**config.mk**
```make
export PLATFORM = sky130hd
export DESIGN_NAME = i2c_master_bit_engine_top
export DESIGN_NICKNAME = d
export VERILOG_FILES = /design/src/rtl/core/i2cmbe_pkg.sv /design/src/rtl/core/i2c_master_bit_engine_top.sv /design/src/rtl/core/i2cmbe_csr.sv /design/src/rtl/core/i2cmbe_engine.sv
export SDC_FILE = /design/constraint.sdc
export NUM_CORES = 1
export LEC_CHECK = 0
export BUFFER_PORTS_ARGS = -buffer_cell sky130_fd_sc_hd__buf_2
export CELL_PAD_IN_SITES_DETAIL_PLACEMENT = 2
export CELL_PAD_IN_SITES_GLOBAL_PLACEMENT = 2
export CORE_AREA = 2 2 171 173
export DETAILED_ROUTE_END_ITERATION = 7
export DIE_AREA = 0 0 173 175
export PLACE_DENSITY = 0.86
export SYNTH_ARGS = -nofsm -noshare
export SYNTH_HDL_FRONTEND = slang
export SYNTH_SLANG_ARGS = --single-unit
```
**constraint.sdc**
```tcl
create_clock -name clock -period 37.2 [get_ports clock]
set_input_delay 1.86 -clock clock [delete_from_list [all_inputs] [get_ports clock]]
set_output_delay 1.86 -clock clock [all_outputs]
set_load 0.01 [all_outputs]
```
**src/rtl/core/i2cmbe_pkg.sv**
```systemverilog
// Shared types, codes and the fixed bus program of the I2C master bit engine.
package i2cmbe_pkg;

   // Field widths
   localparam int unsigned CMD_W   = 3;
   localparam int unsigned BYTE_W  = 8;
   localparam int unsigned STEP_W  = 6;
   localparam int unsigned BIT_W   = 4;
   localparam int unsigned LIMIT_W = 8;
   localparam int unsigned PHASE_W = 16;

   // Register reset values
   localparam logic [LIMIT_W-1:0] STRETCH_LIMIT_RESET = 8'd100;
   localparam logic [PHASE_W-1:0] PHASE_TICKS_RESET   = 16'd1;

   // Program entry points and loop targets
   localparam logic [STEP_W-1:0] STEP_IDLE        = 6'd0;
   localparam logic [STEP_W-1:0] ENTRY_START      = 6'd1;
   localparam logic [STEP_W-1:0] ENTRY_STOP       = 6'd12;
   localparam logic [STEP_W-1:0] ENTRY_WRITE      = 6'd22;
   localparam logic [STEP_W-1:0] ENTRY_READ       = 6'd41;
   localparam logic [STEP_W-1:0] WRITE_LOOP_STEP  = 6'd30;
   localparam logic [STEP_W-1:0] READ_LOOP_TARGET = 6'd42;
   localparam logic [BIT_W-1:0]  BITS_PER_BYTE    = 4'd8;

   // Command codes
   typedef enum logic [CMD_W-1:0] {
      CMD_NONE    = 3'd0,
      CMD_START   = 3'd1,
      CMD_STOP    = 3'd2,
      CMD_WRITE   = 3'd3,
      CMD_READ    = 3'd4,
      CMD_SET_SCL = 3'd5
   } cmd_type;

   // Configuration register indexes
   typedef enum logic [0:0] {
      CSR_STRETCH_LIMIT = 1'b0,
      CSR_PHASE_TICKS   = 1'b1
   } csr_index_type;

   // Program step operations
   typedef enum logic [3:0] {
      OP_END        = 4'd0,
      OP_SCL_REL    = 4'd1,
      OP_SCL_PULL   = 4'd2,
      OP_SDA_REL    = 4'd3,
      OP_SDA_PULL   = 4'd4,
      OP_SDA_BIT    = 4'd5,
      OP_SDA_ACK    = 4'd6,
      OP_SAMPLE_BIT = 4'd7,
      OP_SAMPLE_ACK = 4'd8,
      OP_LOOP       = 4'd9,
      OP_WAIT       = 4'd10,
      OP_STRETCH    = 4'd11
   } op_type;

   // One input beat
   typedef struct packed {
      logic [CMD_W-1:0]  command;
      logic [BYTE_W-1:0] tx_byte;
      logic              ack_after_read;
      logic              scl_set_level;
      logic              scl_level;
      logic              sda_level;
   } req_item_type;

   // One result beat
   typedef struct packed {
      logic              scl_drive_low;
      logic              sda_drive_low;
      logic              busy_res;
      logic              done_res;
      logic [BYTE_W-1:0] rx_data;
      logic              nack_received;
      logic              scl_now;
   } rsp_item_type;

   // Sequencer state touched by the zero-time program steps
   typedef struct packed {
      logic [STEP_W-1:0] step;
      logic [BIT_W-1:0]  bit_idx;
      logic [BYTE_W-1:0] shift;
      logic              scl_pull;
      logic              sda_pull;
      logic              nack;
   } seq_state_type;

   // Bus program: operation at each step, end at every unlisted step
   function automatic op_type prog_op(input logic [STEP_W-1:0] step);
      op_type op;
      case (step)
         6'd1, 6'd15, 6'd24, 6'd33, 6'd43, 6'd54:   op = OP_SCL_REL;
         6'd8, 6'd28, 6'd38, 6'd49, 6'd58:          op = OP_SCL_PULL;
         6'd2, 6'd18, 6'd31, 6'd41, 6'd60:          op = OP_SDA_REL;
         6'd5, 6'd12:                               op = OP_SDA_PULL;
         6'd22:                                     op = OP_SDA_BIT;
         6'd52:                                     op = OP_SDA_ACK;
         6'd47:                                     op = OP_SAMPLE_BIT;
         6'd37:                                     op = OP_SAMPLE_ACK;
         6'd30, 6'd51:                              op = OP_LOOP;
         6'd26, 6'd35, 6'd45, 6'd56:                op = OP_STRETCH;
         6'd3, 6'd4, 6'd6, 6'd7, 6'd9, 6'd10, 6'd13, 6'd14, 6'd16, 6'd17,
         6'd19, 6'd20, 6'd23, 6'd25, 6'd27, 6'd29, 6'd32, 6'd34, 6'd36,
         6'd39, 6'd42, 6'd44, 6'd46, 6'd48, 6'd50, 6'd53, 6'd55, 6'd57,
         6'd59:                                     op = OP_WAIT;
         default:                                   op = OP_END;
      endcase
      return op;
   endfunction

   // Jump target of a bit loop step
   function automatic logic [STEP_W-1:0] prog_target(input logic [STEP_W-1:0] step);
      return (step == WRITE_LOOP_STEP) ? ENTRY_WRITE : READ_LOOP_TARGET;
   endfunction

   // One zero-time program step; timed steps and the end leave the state alone
   function automatic seq_state_type zero_step(input seq_state_type s,
                                               input logic          ack,
                                               input logic          sda);
      seq_state_type     r;
      logic [STEP_W-1:0] nxt;
      logic [BIT_W-1:0]  bi;
      r   = s;
      nxt = s.step + 6'd1;
      bi  = s.bit_idx + 4'd1;
      case (prog_op(s.step))
         OP_SCL_REL:    r.scl_pull = 1'b0;
         OP_SCL_PULL:   r.scl_pull = 1'b1;
         OP_SDA_REL:    r.sda_pull = 1'b0;
         OP_SDA_PULL:   r.sda_pull = 1'b1;
         OP_SDA_BIT: begin
            r.sda_pull = ~s.shift[BYTE_W-1];
            r.shift    = {s.shift[BYTE_W-2:0], 1'b0};
         end
         OP_SDA_ACK:    r.sda_pull = ack;
         OP_SAMPLE_BIT: r.shift    = {s.shift[BYTE_W-2:0], sda};
         OP_SAMPLE_ACK: r.nack     = sda;
         OP_LOOP: begin
            r.bit_idx = bi;
            if (bi < BITS_PER_BYTE) nxt = prog_target(s.step);
         end
         default:       nxt = s.step;
      endcase
      r.step = nxt;
      return r;
   endfunction

   // Zero-time runs in the program are at most three steps long
   function automatic seq_state_type run_zero(input seq_state_type s,
                                              input logic          ack,
                                              input logic          sda);
      seq_state_type r;
      r = zero_step(s, ack, sda);
      r = zero_step(r, ack, sda);
      r = zero_step(r, ack, sda);
      return r;
   endfunction

endpackage

```
**src/rtl/core/i2c_master_bit_engine_top.sv**
```systemverilog
// Top level of the I2C master bit engine: beat registers, handshakes, CSRs.
// A request beat is registered, then moves into the response register when that
// is free or being drained. One tick beat per cycle unless rsp_ready stalls; the
// sequencer state advances once per beat, from request into response register.
// Reset: synchronous; clears the sequencer to idle with both lines released,
// stretch_limit to 100 and phase_ticks to 1.
module i2c_master_bit_engine_top (
   input  logic                              clock,
   input  logic                              reset,
   // request channel
   input  logic                              req_valid,
   output logic                              req_ready,
   input  logic [i2cmbe_pkg::CMD_W-1:0]      req_command,
   input  logic [i2cmbe_pkg::BYTE_W-1:0]     req_tx_byte,
   input  logic                              req_ack_after_read,
   input  logic                              req_scl_set_level,
   input  logic                              req_scl_level,
   input  logic                              req_sda_level,
   // response channel
   output logic                              rsp_valid,
   input  logic                              rsp_ready,
   output logic                              rsp_scl_drive_low,
   output logic                              rsp_sda_drive_low,
   output logic                              rsp_busy_res,
   output logic                              rsp_done_res,
   output logic [i2cmbe_pkg::BYTE_W-1:0]     rsp_rx_data,
   output logic                              rsp_nack_received,
   output logic                              rsp_scl_now,
   // configuration channel
   input  logic                              csr_valid,
   output logic                              csr_ready,
   input  logic [0:0]                        csr_index,
   input  logic [i2cmbe_pkg::PHASE_W-1:0]    csr_wdata
);

   logic                           req_valid_ff, req_valid_in;
   i2cmbe_pkg::req_item_type       req_item_ff;
   logic                           rsp_valid_ff, rsp_valid_in;
   i2cmbe_pkg::rsp_item_type       rsp_item_ff;
   i2cmbe_pkg::rsp_item_type       step_result;
   logic                           advance;
   logic [i2cmbe_pkg::LIMIT_W-1:0] stretch_limit;
   logic [i2cmbe_pkg::PHASE_W-1:0] phase_ticks;

   i2cmbe_csr u_csr (
      .clock         (clock),
      .reset         (reset),
      .csr_valid     (csr_valid),
      .csr_ready     (csr_ready),
      .csr_index     (csr_index),
      .csr_wdata     (csr_wdata),
      .stretch_limit (stretch_limit),
      .phase_ticks   (phase_ticks)
   );

   // Beat moves on when the response register is free or being drained
   assign advance   = req_valid_ff && (!rsp_valid_ff || rsp_ready);
   assign req_ready = !req_valid_ff || advance;

   i2cmbe_engine u_engine (
      .clock         (clock),
      .reset         (reset),
      .tick          (advance),
      .item          (req_item_ff),
      .stretch_limit (stretch_limit),
      .phase_ticks   (phase_ticks),
      .result        (step_result)
   );

   // Valid flags
   always_comb begin
      req_valid_in = req_valid_ff;
      if (req_valid && req_ready) req_valid_in = 1'b1;
      else if (advance)           req_valid_in = 1'b0;

      rsp_valid_in = rsp_valid_ff;
      if (advance)        rsp_valid_in = 1'b1;
      else if (rsp_ready) rsp_valid_in = 1'b0;
   end

   always_ff @(posedge clock) begin
      if (reset) begin
         req_valid_ff <= 1'b0;
         rsp_valid_ff <= 1'b0;
      end else begin
         req_valid_ff <= req_valid_in;
         rsp_valid_ff <= rsp_valid_in;
      end
   end

   // Payload registers
   always_ff @(posedge clock) begin
      if (req_valid && req_ready) begin
         req_item_ff.command        <= req_command;
         req_item_ff.tx_byte        <= req_tx_byte;
         req_item_ff.ack_after_read <= req_ack_after_read;
         req_item_ff.scl_set_level  <= req_scl_set_level;
         req_item_ff.scl_level      <= req_scl_level;
         req_item_ff.sda_level      <= req_sda_level;
      end
      if (advance) rsp_item_ff <= step_result;
   end

   assign rsp_valid         = rsp_valid_ff;
   assign rsp_scl_drive_low = rsp_item_ff.scl_drive_low;
   assign rsp_sda_drive_low = rsp_item_ff.sda_drive_low;
   assign rsp_busy_res      = rsp_item_ff.busy_res;
   assign rsp_done_res      = rsp_item_ff.done_res;
   assign rsp_rx_data       = rsp_item_ff.rx_data;
   assign rsp_nack_received = rsp_item_ff.nack_received;
   assign rsp_scl_now       = rsp_item_ff.scl_now;

endmodule

```
**src/rtl/core/i2cmbe_csr.sv**
```systemverilog
// Configuration registers: clock stretch limit and ticks per delay step.
module i2cmbe_csr (
   input  logic                                clock,
   input  logic                                reset,
   input  logic                                csr_valid,
   output logic                                csr_ready,
   input  logic [0:0]                          csr_index,
   input  logic [i2cmbe_pkg::PHASE_W-1:0]      csr_wdata,
   output logic [i2cmbe_pkg::LIMIT_W-1:0]      stretch_limit,
   output logic [i2cmbe_pkg::PHASE_W-1:0]      phase_ticks
);

   logic [i2cmbe_pkg::LIMIT_W-1:0] stretch_limit_ff, stretch_limit_in;
   logic [i2cmbe_pkg::PHASE_W-1:0] phase_ticks_ff, phase_ticks_in;

   assign csr_ready = 1'b1;

   // Register write decode
   always_comb begin
      stretch_limit_in = stretch_limit_ff;
      phase_ticks_in   = phase_ticks_ff;
      if (csr_valid) begin
         case (csr_index)
            i2cmbe_pkg::CSR_STRETCH_LIMIT:
               stretch_limit_in = csr_wdata[i2cmbe_pkg::LIMIT_W-1:0];
            i2cmbe_pkg::CSR_PHASE_TICKS:
               phase_ticks_in = csr_wdata;
            default: ;
         endcase
      end
   end

   always_ff @(posedge clock) begin
      if (reset) begin
         stretch_limit_ff <= i2cmbe_pkg::STRETCH_LIMIT_RESET;
         phase_ticks_ff   <= i2cmbe_pkg::PHASE_TICKS_RESET;
      end else begin
         stretch_limit_ff <= stretch_limit_in;
         phase_ticks_ff   <= phase_ticks_in;
      end
   end

   assign stretch_limit = stretch_limit_ff;
   assign phase_ticks   = phase_ticks_ff;

endmodule

```
**src/rtl/core/i2cmbe_engine.sv**
```systemverilog
// Bus sequencer: state registers and the per-tick step logic.
module i2cmbe_engine (
   input  logic                            clock,
   input  logic                            reset,
   input  logic                            tick,
   input  i2cmbe_pkg::req_item_type        item,
   input  logic [i2cmbe_pkg::LIMIT_W-1:0]  stretch_limit,
   input  logic [i2cmbe_pkg::PHASE_W-1:0]  phase_ticks,
   output i2cmbe_pkg::rsp_item_type        result
);

   i2cmbe_pkg::seq_state_type         seq_ff, seq_in;
   logic [i2cmbe_pkg::PHASE_W-1:0]    delay_left_ff, delay_left_in;
   logic [i2cmbe_pkg::LIMIT_W-1:0]    stretch_wait_ff, stretch_wait_in;
   logic [i2cmbe_pkg::CMD_W-1:0]      cur_op_ff, cur_op_in;
   logic                              ack_choice_ff, ack_choice_in;
   logic [i2cmbe_pkg::BYTE_W-1:0]     rx_hold_ff, rx_hold_in;
   logic [i2cmbe_pkg::PHASE_W-1:0]    delay_load;
   logic                              done;
   logic                              complete;
   i2cmbe_pkg::op_type                op_now;
   i2cmbe_pkg::op_type                op_land;

   // Zero phase_ticks still gives a one tick delay
   assign delay_load = (phase_ticks == '0) ? 16'd1 : phase_ticks;

   // One tick of the sequencer
   always_comb begin
      seq_in          = seq_ff;
      delay_left_in   = delay_left_ff;
      stretch_wait_in = stretch_wait_ff;
      cur_op_in       = cur_op_ff;
      ack_choice_in   = ack_choice_ff;
      rx_hold_in      = rx_hold_ff;
      done            = 1'b0;
      complete        = 1'b1;
      op_land         = i2cmbe_pkg::OP_END;

      // Idle: take a command
      if (seq_ff.step == i2cmbe_pkg::STEP_IDLE) begin
         if (item.command == i2cmbe_pkg::CMD_SET_SCL) begin
            seq_in.scl_pull = ~item.scl_set_level;
            done            = 1'b1;
         end else if (item.command == i2cmbe_pkg::CMD_START ||
                      item.command == i2cmbe_pkg::CMD_STOP  ||
                      item.command == i2cmbe_pkg::CMD_WRITE ||
                      item.command == i2cmbe_pkg::CMD_READ) begin
            cur_op_in       = item.command;
            ack_choice_in   = item.ack_after_read;
            seq_in.bit_idx  = '0;
            seq_in.shift    = (item.command == i2cmbe_pkg::CMD_WRITE) ? item.tx_byte : '0;
            case (item.command)
               i2cmbe_pkg::CMD_START: seq_in.step = i2cmbe_pkg::ENTRY_START;
               i2cmbe_pkg::CMD_STOP:  seq_in.step = i2cmbe_pkg::ENTRY_STOP;
               i2cmbe_pkg::CMD_WRITE: seq_in.step = i2cmbe_pkg::ENTRY_WRITE;
               default:               seq_in.step = i2cmbe_pkg::ENTRY_READ;
            endcase
            seq_in  = i2cmbe_pkg::run_zero(seq_in, ack_choice_in, item.sda_level);
            op_land = i2cmbe_pkg::prog_op(seq_in.step);
            if (op_land == i2cmbe_pkg::OP_WAIT)         delay_left_in   = delay_load;
            else if (op_land == i2cmbe_pkg::OP_STRETCH) stretch_wait_in = '0;
         end
      end

      op_now = i2cmbe_pkg::prog_op(seq_in.step);

      // Timed step in progress
      if (seq_in.step != i2cmbe_pkg::STEP_IDLE) begin
         if (op_now == i2cmbe_pkg::OP_WAIT) begin
            if (delay_left_in > 16'd1) begin
               delay_left_in = delay_left_in - 16'd1;
               complete      = 1'b0;
            end else begin
               delay_left_in = '0;
            end
         end else if (op_now == i2cmbe_pkg::OP_STRETCH) begin
            if (!item.scl_level && stretch_wait_in < stretch_limit) begin
               stretch_wait_in = stretch_wait_in + 8'd1;
               complete        = 1'b0;
            end
         end

         // Step done: advance through the following zero-time steps
         if (complete && (op_now == i2cmbe_pkg::OP_WAIT ||
                          op_now == i2cmbe_pkg::OP_STRETCH)) begin
            seq_in.step = seq_in.step + 6'd1;
            seq_in      = i2cmbe_pkg::run_zero(seq_in, ack_choice_in, item.sda_level);
            op_land     = i2cmbe_pkg::prog_op(seq_in.step);
            if (op_land == i2cmbe_pkg::OP_WAIT)         delay_left_in   = delay_load;
            else if (op_land == i2cmbe_pkg::OP_STRETCH) stretch_wait_in = '0;
         end

         // End of the program
         if (i2cmbe_pkg::prog_op(seq_in.step) == i2cmbe_pkg::OP_END) begin
            if (cur_op_in == i2cmbe_pkg::CMD_READ) rx_hold_in = seq_in.shift;
            seq_in.step = i2cmbe_pkg::STEP_IDLE;
            cur_op_in   = i2cmbe_pkg::CMD_NONE;
            done        = 1'b1;
         end
      end
   end

   // Result of this tick
   always_comb begin
      result.scl_drive_low = seq_in.scl_pull;
      result.sda_drive_low = seq_in.sda_pull;
      result.busy_res      = (seq_in.step != i2cmbe_pkg::STEP_IDLE);
      result.done_res      = done;
      result.rx_data       = rx_hold_in;
      result.nack_received = seq_in.nack;
      result.scl_now       = item.scl_level;
   end

   always_ff @(posedge clock) begin
      if (reset) begin
         seq_ff          <= '0;
         delay_left_ff   <= '0;
         stretch_wait_ff <= '0;
         cur_op_ff       <= i2cmbe_pkg::CMD_NONE;
         ack_choice_ff   <= 1'b0;
         rx_hold_ff      <= '0;
      end else if (tick) begin
         seq_ff          <= seq_in;
         delay_left_ff   <= delay_left_in;
         stretch_wait_ff <= stretch_wait_in;
         cur_op_ff       <= cur_op_in;
         ack_choice_ff   <= ack_choice_in;
         rx_hold_ff      <= rx_hold_in;
      end
   end

endmodule

```
## Word level (Yosys, flattened, before mapping)

Memory sizes are Yosys's and may differ from the RTL's.
Index checks and enable logic that the tools add are counted.

- Magnitude comparators: 7
- Muxes and demuxes: 163
- Bitwise operators: 8
- Add/subtract/negate cells: 14
- Reductions and logical operators: 28
- Equal/unequal tests: 72

Operators by type and width:

| operator | number |
|---|---|
| two-way mux 8 bit | 26 |
| two-way mux 6 bit | 30 |
| two-way mux 16 bit | 10 |
| two-way mux 4 bit | 36 |
| two-way mux 21 bit | 5 |
| equality test 4 x 3 -> 1 bit, second input constant | 24 |
| case mux 8 bit (2 select lines) | 6 |
| equality test 4 bit, second input constant | 18 |
| case mux 6 bit (2 select lines) | 6 |
| equality test 4 x 2 -> 1 bit, second input constant | 12 |
| OR reduction 8 bit | 6 |
| adder 6 x 1 -> 6 bit, second input constant | 7 |
| equality test 6 x 5 -> 1 bit, second input constant | 6 |
| equality test 4 x 1 -> 1 bit, second input constant | 6 |
| two-way mux 1 bit | 24 |
| case mux 1 bit (4 select lines) | 6 |
| adder 4 x 1 -> 4 bit, second input constant | 5 |
| < comparator 4 bit, second input constant | 5 |
| two-way mux 18 bit | 1 |
| case mux 6 bit (3 select lines) | 1 |
| greater-than comparator 16 x 1 -> 1 bit, second input constant | 1 |
| logical NOT 16 bit | 1 |
| subtractor 16 x 1 -> 16 bit, second input constant | 1 |
| two-way mux 3 bit | 5 |
| 16 further kinds | 44 |

- Memories kept: 10
- ROM bits: 2560
- Word-level logic and storage cells: 330
- Output and inout port bits: 17
- Input bits: 37
- Register bits after elaboration: 112

Memories:

| name | words | width | rd ports | clocked after Yosys merged registers in | wr ports | RTL line | text |
|---|---|---|---|---|---|---|---|
| (no name shown) | 64 | 4 | 1 | 0 | 0 | i2cmbe_pkg.sv:92 | `case (step)` |
| (no name shown) | 64 | 4 | 1 | 0 | 0 | i2cmbe_pkg.sv:92 |  |
| (no name shown) | 64 | 4 | 1 | 0 | 0 | i2cmbe_pkg.sv:92 |  |
| (no name shown) | 64 | 4 | 1 | 0 | 0 | i2cmbe_pkg.sv:92 |  |
| (no name shown) | 64 | 4 | 1 | 0 | 0 | i2cmbe_pkg.sv:92 |  |
| (no name shown) | 64 | 4 | 1 | 0 | 0 | i2cmbe_pkg.sv:92 |  |
| +4 memories | - | - | - | - | - | - |  |

## Logic depth before layout (Yosys ltp)

Gate-level depths: netlist (run 1).
An unclocked memory read counts as a cell.

- Depth in word-level cells: 85
- Depth in mapped cells: 56
- Mapped depth without buffers: 50

## Modules after synthesis

Synthesis (run 1) repeated with hierarchy kept, for this count alone.

- Cells, all modules: 1842
- Area, all modules: 14020.9 um2

By module, submodules not included:

| module | area an instance (um2) | instances | sequential area each (um2) | cells each |
|---|---|---|---|---|
| i2cmbe_engine | 11933.9 | 1 | 1141.1 | 1696 |
| i2cmbe_csr | 1112.3 | 1 | 480.5 | 107 |
| i2c_master_bit_engine_top | 974.7 | 1 | 910.9 | 39 |

## Least setup slack after synthesis (run 1)

OpenSTA, ideal clock, no wires.

- Kind: register to register
- Start point: reg req_item_ff[12] (netlist bit)
- End point: reg rsp_item_ff (netlist bit rsp_rx_data[0]) (data pin)
- Path slack: 25.524 ns
- Setup time: 0.262 ns
- Clock period less this slack: 11.676 ns
- Buffers on the path: 5
- Arrival time: 11.413 ns
- Cell stages (with the launch flop): 53
- Cells stage by stage: edfxtp_1 -> buf_2 -> buf_1 -> nor2_1 -> inv_1 -> ha_1 -> ha_1 -> and2_1 -> o21a_1 -> a31oi_2 -> inv_1 -> ha_1 -> nor3b_1 -> a41o_1 -> buf_2 -> xnor2_1 -> a32oi_1 -> mux2i_1 -> (+17 left out) -> nor4_1 -> a31o_1 -> o311a_1 -> a22oi_4 -> buf_6 -> nand2b_1 -> a32o_1 -> o31a_1 -> inv_1 -> ha_1 -> or4_1 -> a31oi_1 -> mux2i_1 -> nor3b_1 -> o311ai_2 -> and2_2 -> nand2_2 -> mux2_1

RTL lines:

| element | RTL line | text |
|---|---|---|
| start: declaration | i2c_master_bit_engine_top.sv:37 | `i2cmbe_pkg::req_item_type req_item_ff;` |
| end signal: assignment | i2c_master_bit_engine_top.sv:101 | `if (advance) rsp_item_ff <= step_result;` |
| end: declaration | i2c_master_bit_engine_top.sv:39 | `i2cmbe_pkg::rsp_item_type rsp_item_ff;` |

==> results list, run 1 <==
- Kind of start point of the critical path: flop
- Of the total synthesized cell area, the portion taken by full adders, half adders and majority gates is 0.0654.
* Clk pin slew, worst setup/hold paths: around 0.090 ns
* Deepest level of the CTS H-tree: 3
- The final count of hold timing violations came to 0.
- Number of failing setup endpoints in the final timing report: 0
- FFs w/ async S/R, synth: 0
- Clk_lat worst skew: slightly below 0.4 ns
- 54 I/O pins were placed.
- Global routing usage on met3: 0.0392
- Entering global routing, the biggest net connects 76 pins.
- Warnings from Yosys: 0
- During placement, the flow inserted port buffers numbering 52.
- The portion of synthesized area spent on multiplexers is 0.0773.
- The wire-length estimate of the detail-placed layout is around 33,000 um.
- After synthesis the netlist holds a flip-flop and latch count of 112.
- The worst setup path is captured at a flop.
- Combinational family with the most area after synthesis: compound AO/OA/AOI/OAI gates
* Number of nets in the final layout: between 1,500 and 2,000
* Status: complete, no violations
- Average routed wire per standard cell: around 26 um
- Top cells by area in the synthesized netlist: dfxtp_1, edfxtp_1, ha_1
- In this design, the stage delay of the slowest critical-path cell is 0.83 ns.
- For the worst setup path, the data required time is between 30 and 40 ns.
* Top Usage Layer GRT: met2
- In the routed design, unresolved DRC markers number 0.
- Hold repair after CTS inserted 0 buffers.
* Fraction of the mapped netlist area in simple logic gates: 0.241
* Maximum operating frequency: 0.0613 GHz
* Number of resized instances in the post-cts repair step: 0
* Mapped Avg Cell Area: around 7.7 um2
- Fin Setup TNS: 0 ns
* Cell mode on critical path: ha_1
- Across all layers, the routed design uses about 12,000 vias.
* Antenna violations before repair: 0
- The number of setup buffers added after CTS is 0.
* Post-synthesis instance area: 11,500 um2
- For the pin with the worst max-slew slack, the measured transition is 1.24 ns.
- Netlist cell types: 121
* Path category of the worst min-delay check: flop to flop
- First-pass DRT Iterations: 6
- Grt total ovfl: 0
* Die X: about 170 um
- Relative to the synthesized area, the layout overhead comes to 6.07%.
- The die covers 30,300 um2.
- In the finished design, the share of the clock period the worst path needs comes to 0.438.
- Of the post-synthesis cell area, the dominant cell type holds 0.145.
- For this run, global-route usage on met2 was measured as 0.564.
- Max-cap check violation count: 0
- Commonest cells after routing, fill and taps aside: nand2_1, nor2_1, a21oi_1, dfxtp_1, mux2i_1
- Aggregate global-route resource usage: 0.310
* Max Slew Vio Count: 0
* Die Y-Extent: around 180 um
* Skew final: 0.0155 ns
* Portion of the post-synthesis area used by sequential elements: 0.221
- The synthesized-area fraction occupied by ao, oa, aoi and oai cells is 0.307.
- CTS root buf: clkbuf_16
- Setup slack of the most critical reg-to-reg path: roughly 21 ns
* Via count normalized by instance count: roughly 6.6
* Post-synth top flop: dfxtp_1
- Of the cells placed in the final design, the portion with a size suffix greater than 1 is 0.118.
- Counting both buffers and inverters, the worst setup path holds a total of 4.
- The first routing iteration left 959 violations.
* Bufs on Longest Clock Path: 2
- The cell family contributing the most delay on the critical path is compound AO/OA/AOI/OAI gates.
- Summed over all instances, the cell type with the most area after synthesis is dfxtp_1.
- N_diodes: 0
- Synthesis produced 1,493 cells.
- Final WL: 48,200 um
- The count of nets left with antenna violations once routing finished came out at 0.
- Critical setup path kind: flop to flop
* Final weighted congestion in routability-driven placement: approximately 0.9
- CTS sink count: approximately 110
* First-pass GRT wire length: 75,600 um
- In this run the worst path has a maximum fanout of 20.
- Initial standard-cell utilization of the core: 0.404
- After floorplanning, the core was sized to cover roughly 28,000 um2.
- Total number of placement rows: between 60 and 70
- The largest individual stage delay along the critical path comes from the cell edfxtp_1.
* Met1 track utilization from global routing: 0.358
* Parity-gate share of the synthesized area counting xor and xnor cells: 0.0281
* Setup repair after global routing missed its margin: false
* Number of global-route vias before repair: roughly 13,000
- Buffers inserted during clock tree synthesis total 9.
- Subtracting the final worst setup slack from the clock period gives ~16 ns.
- Crit path DAT: around 16 ns
* Commonest non-fill, non-tap cell in the layout: nand2_1
- Relative slew margins: 0.171
- The synthesized design contains 29 enable-type register cells.
- TritonCTS clock tree: built
==> per-stage QoR <==
step / area, um2 / setup slack (ns) / hold slack, ns / instances / utilization
3_5_place_dp: 11900 / 21.52 / 0.452 / 1848 / 0.418
6_report: 12200 / 20.89 / 0.471 / 1864 / 0.429
5_1_grt: 12200 / 20.03 / 0.494 / 1864 / 0.429
2_1_floorplan: 11500 / 25.52 / 0.427 / 1496 / -
4_1_cts: 12200 / 21.14 / 0.469 / 1864 / 0.429
3_3_place_gp: 11900 / 22.47 / 0.435 / 1848 / 0.418
==> state kept, by name, indices dropped and copies added (netlist names), 3 cells and up <==
| signal | count |
|---|---|
| u_engine.seq_ff | 21 |
| req_item_ff | 15 |
| u_engine.rx_hold_ff | 8 |
| u_engine.delay_left_ff | 16 |
| u_csr.phase_ticks | 16 |
| u_engine.stretch_wait_ff | 8 |
| rsp_rx_data | 8 |
| u_engine.cur_op_ff | 3 |
| u_csr.stretch_limit | 8 |
==> cells by family after synthesis <==
family	count (synthesis)
AO/OA/AOI/OAI	476
buffers and inverters	152
flip-flops	112
multiplexers	86
other	2
AND/OR/NAND/NOR	569
XOR/XNOR	36
adder cells (fa/ha/maj)	60
==> synthesized netlist by cell type (all sizes together), types with 21 or more instances <==
library cell and count:
dfxtp 83, o21ai 70, nand3 48, inv 54
clkbuf 50, xnor2 24, nor2 137, buf 48
mux2i 65, edfxtp 29, a211oi 32, a31oi 24
a21oi 113, mux2 21, ha 60, o31ai 21
and2 22, nor3 57, o211ai 21, nand2 192
==> final timing paths <==
path	cells after the start	start	to
max	47	req_item_ff[13]	rsp_rx_data[3]
min	2	u_csr.stretch_limit[0]	u_csr.stretch_limit[0]
min reg2reg	2	u_csr.stretch_limit[0]	u_csr.stretch_limit[0]
max reg2reg	47	req_item_ff[13]	rsp_rx_data[3]
==> layer usage <==
layer / wire length [um] / vias to the layer above / share of wire
li1: - / 5520 / -
met1: 19800 / 6295 / 0.41
met2: 24500 / 369 / 0.51
met3: 1710 / 151 / 0.036
met4: 2180 / 0 / 0.045
met5: 0 / - / 0
==> worst min-delay path, stage by stage (launching register included) <==
cell and delay (ns):
dfxtp_1 0.32, nand2_1 0.05, a21oi_1 0.05
==> cell type report <==
class,count,area (um2)
Clock buffer,10,239
Clock inverter,6,80.1
Fill cell,3350,16200
Inverter,54,203
Multi-Input combinational cell,1232,8280
Sequential cell,112,2530
Tap cell,384,480
Timing Repair Buffer,66,365
Power of run 1 is left out: the tool's default activity adds up to more than one toggle a clock period on the data nets, which glitch-free logic cannot reach.
==> run 2, diff against run 1 <==
CORE_AREA = 2 2 187 189   (was 2 2 171 173)
DIE_AREA = 0 0 189 191   (was 0 0 173 175)
PLACE_DENSITY = 0.76   (was 0.86)
clock period = 13.6 ns   (was 37.2 ns; I/O delays follow)
==> run 2 against run 1 <==
Maximum frequency is 27% higher. Global-route usage is 6.9 points lower. Setup slack worse by 20 ns. Critical endpoint is now rsp_rx_data[5]. First-iteration DRC count is 35% lower. Highest routed layer unchanged. Utilization is 5.8 points lower. Non-clock buffer count is 31 higher. Die area is 19% higher.
==> results list, run 2 (synthesis results as in run 1) <==
* Standard cell with the maximum stage delay on the critical path: a221o_1
* Antenna violations before repair: 0 (unchanged)
* Total number of placement rows: 68 (+9.7%)
* Clk_lat worst skew: 0.37 ns (-0.02 ns)
* Combined area of the multi-input logic cells: 8440 um2 (+1.9%)
- N_diodes: 0 (unchanged)
- Die X: 189 um (+9.2%)
- Number of global-route vias before repair: 12,700 (-5.0%)
- The number of H-tree levels was 3 (unchanged).
* Grt total ovfl: 0 (unchanged)
* Skew final: 0.0148 ns (-0.000736 ns)
- CTS root buf: clkbuf_16
- TritonCTS clock tree: built
* CP Max Fanout: 13 (-35%)
- Worst-case hold slack: 0.466 ns (-0.00472 ns)
- The final count of hold timing violations was 0 (unchanged).
* Max Slew Vio Count: 0 (unchanged)
- The average routed wire per standard cell was 22.7 um (-12%).
- Final weighted congestion in routability-driven placement: 0.864 (-2.7%)
- The area of the core is 34,100 um2 (+20%).
- The first-pass GRT wire length was 70,600 um (-6.6%).
- Number of nets in the final layout: 1,604 (+2.0%)
* Die Y-Extent: 191 um (+9.1%)
- PortBufs: 52 (unchanged)
* Path category of the worst min-delay check: flop to flop
- Highest cell delay on the worst timing path: 0.52 ns (-0.31 ns)
- Core utilization of the finished layout: 0.371 (-0.0582)
* Required @ worst endpoint: 13.71 ns (-23.63 ns)
- The estimated wirelength of the detail-placed design was 32,400 um (-2.3%).
- The register clock-pin slew on the reported worst setup and hold paths was 0.09 ns (about the same).
- The total wire length after detailed routing is 44,600 um (-7.4%).
- The post-placement worst setup slack was 0.0773 ns (-21.44 ns).
* Sequential cell area in the final layout: 2530 um2 (unchanged)
- The I/O pin total was 54 (unchanged).
- The area after detailed placement came to 12,100 um2 (+2.0%).
- The number of nets with antenna violations after detailed routing was 0 (unchanged).
* Number of failing setup endpoints in the final timing report: 0 (unchanged)
- Commonest non-fill, non-tap cell in the layout: nand2_1
- Fraction of the cycle the final worst path needs: 0.945 (+0.507)
- In this run the most critical hold path is launched from u_csr.stretch_limit[7].
- Share of cells above drive strength 1: 0.152 (+0.0345)
- Design area: 12,600 um2 (+3.9%)
- The detail-routed via count per cell was 6.05 (-8.6%).
- The setup slack of the critical path after layout is 0.742 ns (-20.15 ns).
- Die Footprint: 36,100 um2 (+19%)
- Layout filler cell count: 3,992 (+19%)
* Via Count: 11,900 (-3.5%)
- Aggregate global-route resource usage: 0.241 (-0.0693)
- Inserted Clock Buffers: 9 (unchanged)
* Status: complete, no violations
* First-iteration detailed-routing DRC count: 627 (-35%)
- The maximum count of clock buffers along a single path came to 2 (unchanged).
* Max-cap check violation count: 0 (unchanged)
- The final routed DRC violation total came to 0 (unchanged).
* Kind of start point of the critical path: flop
* Beginning of the worst register-to-register path: req_item_ff[14]
- The final period demand of the worst path is 12.86 ns (-3.45 ns).
* Initial standard-cell utilization of the core: 0.336 (-0.0679)
- Slew at the pin closest to its max-slew limit: 1.03 ns (-0.214 ns)
- Crit path DAT: 12.97 ns (-3.47 ns)
- Max FFs per register: 21 (unchanged)
* Most flops, register: u_engine.seq_ff
- The maximum frequency from static timing analysis came to 0.0778 GHz (+27%).
* CTS sink count: 112 (unchanged)
- Endpoint class of the critical path: flop
* Relative slew margins: 0.314 (+0.143)
- The area growth from synthesis to layout is 10.2%.
- Critical setup path kind: flop to flop
- Largest net degree at the start of global routing: 77 (+1.3%)
- Commonest cells after routing, fill and taps aside: nand2_1, nor2_1, a21oi_1, dfxtp_1, mux2i_1
* Worst setup path start: req_item_ff[14]
- Cts-stage hold buffer count: 0 (unchanged)
- First-pass DRT Iterations: 6 (unchanged)
-- run 2: cell types whose count changed in the layout (fill, tap and decap cells not counted), moves of 2 or more --
| cell | previous run | this run |
|---|---|---|
| and2_1 | 19 | 17 |
| a211oi_2 | 2 | 6 |
| xnor2_1 | 23 | 21 |
| and2_2 | 1 | 3 |
| ha_1 | 60 | 56 |
| a211oi_1 | 29 | 25 |
| buf_4 | 14 | 44 |
| ha_2 | 0 | 4 |
| nor2_1 | 132 | 129 |
| nor2_2 | 3 | 6 |
-- run 2: worst paths after layout --
kind                            end  slack (ns)  cells after the start
max                  rsp_rx_data[5]        0.74                     52
min          u_csr.stretch_limit[7]        0.47                      2
max reg2reg          rsp_rx_data[5]        0.74                     52
min reg2reg  u_csr.stretch_limit[7]        0.47                      2
-- run 2: what timing repair did --
item / in CTS / in global routing
buffers inserted: 0 / 11
setup endpoints to repair: 0 / 51
resized for setup: 0 / 36
-- run 2: worst max-delay path: cells and delay by family, from the launching register on --
kind | cells | cell delay (ns)
DFF | 1 | 0.51
adders and majority gates | 5 | 1.29
AOI/OAI and AO/OA | 21 | 5.69
buffers and inverters | 11 | 1.61
muxes | 2 | 0.45
and+or+nand+nor | 13 | 2.99
-- run 2: area by class of cell --
class	count	area share
Clock buffer	9	0.0178
Clock inverter	7	0.00613
Inverter	54	0.0160
Multi-Input combinational cell	1233	0.667
Sequential cell	112	0.200
Tap cell	455	0.0450
Timing Repair Buffer	97	0.0476
-- run 2: metal layers --
| metal | vias up | track usage | wire, um |
|---|---|---|---|
| li1 | 5596 | - | - |
| met1 | 6035 | 0.304 | 19800 |
| met2 | 204 | 0.436 | 22700 |
| met3 | 66 | 0.0174 | 1050 |
| met4 | 0 | 0.0775 | 1110 |
| met5 | - | 0 | 0 |
-- run 2: per-stage QoR --
stage / TNS [ns] / instances
floorplan: 0 / 1496
global placement: 0 / 1939
detailed placement: 0 / 1939
CTS: 0 / 1955
global route: -0.870 / 1967
finish: 0 / 1967
Power of run 2 is left out for the same reason.
==> run 3, diff against run 2 <==
CORE_AREA = 2 2 177 179   (was 2 2 187 189)
DIE_AREA = 0 0 179 181   (was 0 0 189 191)
PLACE_DENSITY = 0.81   (was 0.76)
clock period = 14.6 ns   (was 13.6 ns; I/O delays follow)
==> run 3 against run 2 <==
Sequential share of layout area is 0.50 points higher. Die area shrank 10%. Count of clock-buffer cells in the layout up 1. Utilization grew 3.6 points. Hold slack improved by 0.0043 ns. Register-to-register slack better by 0.15 ns. First-iteration DRC count up 16%. Routed wire length is 3.1% lower. Sequential cell count stayed put. Critical endpoint unchanged. Largest cell class unchanged.
==> results list, run 3 (synthesis results as in run 1) <==
* Final weighted congestion in routability-driven placement: 0.880 (+1.8%)
* Clk_lat worst skew: 0.37 ns (about the same)
* Setup repair after global routing missed its margin: false
- The worst register-to-register path ends at rsp_rx_data[5].
* Maximum operating frequency: 0.0730 GHz (-6.2%)
- The estimated wirelength of the detail-placed design was 31,900 um (-1.5%).
- The final routed DRC violation total came to 0 (unchanged).
* Largest net degree at the start of global routing: 76 (-1.3%)
* Setup slack of the most critical reg-to-reg path: 0.90 ns (+0.15 ns)
* Via count normalized by instance count: 6.27 (+3.7%)
- The total wire length after detailed routing was 43,200 um (-3.1%).
- Global routing usage on met3: 0.0305 (+0.0131)
- Deepest level of the CTS H-tree: 3 (unchanged)
* Beginning of the worst register-to-register path: req_item_ff[14]
- The final-report setup violation count was 0 (unchanged).
- Critical setup path kind: flop to flop
- The first-pass GRT wire length came to 69,700 um (-1.2%).
* Share of cells above drive strength 1: 0.134 (-0.0184)
- Die Y-Extent: 181 um (-5.2%)
- Post-route minimum period: 13.70 ns (+0.847 ns)
- Bufs on Longest Clock Path: 2 (unchanged)
* Met1 track utilization from global routing: 0.333 (+0.0297)
- Inserted Clock Buffers: 9 (unchanged)
- Count of nets left with antenna violations after detail routing: 0 (unchanged)
- Most flops, register: u_engine.seq_ff
- Commonest non-fill, non-tap cell in the layout: nand2_1
* CTS sink count: 112 (unchanged)
- Worst-case hold slack: 0.470 ns (+0.00433 ns)
* Endpoint, Worst Hold: u_engine.seq_ff[6]
- From synthesis to final layout, the design area changed by 7.49%.
* Max FFs per register: 21 (unchanged)
* Highest cell delay on the worst timing path: 0.57 ns (+0.05 ns)
* Layout filler cell count: 3,478 (-13%)
* Number of global-route vias before repair: 12,700 (-0.60%)
- TritonCTS built the clock tree.
- By instance count, the cell type seen most on the critical path is inv_1.
* Skew final: 0.0182 ns (+0.00340 ns)
- The critical path required time is 14.70 ns (+0.99 ns).
- The min-delay analysis places its worst path in the category flop to flop.
- Relative slew margins: 0.283 (-0.0312)
- The number of rows created at floorplan came to 64 (-5.9%).
- Commonest cells after routing, fill and taps aside: nand2_1, nor2_1, a21oi_1, dfxtp_1, mux2i_1
- The DRC violation total after the first TritonRoute iteration is 727 (+16%).
* Core region area: 30,300 um2 (-11%)
- Kind of start point of the critical path: flop
- N_diodes: 0 (unchanged)
- The average routed wire per standard cell came to 22.8 um (+0.72%).
* Top-level I/O count: 54 (unchanged)
- Hold Path Stages: 2 (unchanged)
* Fraction of the cycle the final worst path needs: 0.939 (-0.00677)
* Fin Setup TNS: 0 ns (unchanged)
- The final count of hold timing violations came to 0 (unchanged).
- The die width was 179 um (-5.3%).
- The worst hold path begins at u_engine.seq_ff[6].
* Status: complete, no violations
* Die Footprint: 32,400 um2 (-10%)
* Met2 Track Usage GR: 0.470 (+0.0344)
* Worst setup path start: req_item_ff[14]
- Top Usage Layer GRT: met2
- Standard cell with the maximum stage delay on the critical path: edfxtp_1
- The net count of the finished layout is 1,588 (-1.0%).
- PortBufs: 52 (unchanged)
* Clk pin slew, worst setup/hold paths: 0.09 ns (about the same)
* Slew at the pin closest to its max-slew limit: 1.07 ns (+0.0456 ns)
- Aggregate global-route resource usage: 0.266 (+0.0248)
* CP Max Fanout: 20 (+7)
* Via Count: 11,900 (-0.27%)
- Initial standard-cell utilization of the core: 0.378 (+0.0418)
- First-pass DRT Iterations: 7 (+1)
- The final-report max-slew violation count is 0 (unchanged).
* Antenna violations before repair: 0 (unchanged)
- Core utilization of the finished layout: 0.407 (+0.0359)
* Crit path DAT: 13.81 ns (+0.84 ns)
- The depth of the most critical reg-to-reg path was 48 (-7.7%).
- Clock tree synthesis selected as its root buffer the cell clkbuf_16.
* Endpoint class of the critical path: flop
* Grt total ovfl: 0 (unchanged)
- Max-cap check violation count: 0 (unchanged)
- Post-DP Area: 11,900 um2 (-1.4%)
* Design area: 12,300 um2 (-2.4%)
run 3: cell types whose count changed in the layout (fill, tap and decap cells not counted), moves of 2 or more:
cell | previous run | this run
a211oi_2 | 6 | 3
a211oi_1 | 25 | 28
buf_4 | 44 | 30
inv_8 | 2 | 0
ha_2 | 4 | 1
nor2_2 | 6 | 3
ha_1 | 56 | 58
nor2_1 | 129 | 132
run 3: area by class of cell:
class | instances | area, um2 | area share
multi-input combinational | 1232 | 8320 | 0.674
tap | 396 | 495 | 0.0402
clock inverter | 6 | 62.6 | 0.00507
inverter | 54 | 203 | 0.0164
timing repair buffer | 82 | 485 | 0.0393
sequential | 112 | 2530 | 0.205
clock buffer | 10 | 239 | 0.0194
run 3: critical path: cells and delay by family, from the launching register on:
kind | cells | cell delay, ns
DFF | 1 | 0.57
AOI/OAI and AO/OA | 20 | 6.00
buffers and inverters | 7 | 1.41
adders and majority gates | 6 | 1.95
and+or+nand+nor | 13 | 2.97
muxes | 2 | 0.50
run 3: routing by layer:
metal	part of all wire	routed length, um
met5	0	0
met4	0.025	1080
met3	0.030	1310
met2	0.51	22100
met1	0.43	18800
run 3: how the worst max path moves through the flow:
stage | cells after the start | slack [ns] | endpoint
finish | 48 | 0.90 | rsp_rx_data[5]
global route | 50 | 0.01 | rsp_rx_data[1]
CTS | 48 | 0.16 | rsp_rx_data[5]
detailed placement | 48 | 0.32 | rsp_rx_data[5]
global placement | 48 | 1.05 | rsp_rx_data[4]
floorplan | 52 | 2.92 | rsp_rx_data[0]
run 3: timing repair:
item                                    in CTS  in global routing
endpoints found under the setup margin       0                 51
buffers inserted                             0                  9
resized for setup                            0                 14
hold buffers                                 0                  0
run 3: through the flow:
step,worst slack (ns),instances
detailed placement,0.323,1867
global placement,1.05,1867
global route,0.0100,1892
floorplan,2.92,1496
finish,0.896,1892
CTS,0.157,1883
Power of run 3 is left out for the same reason.
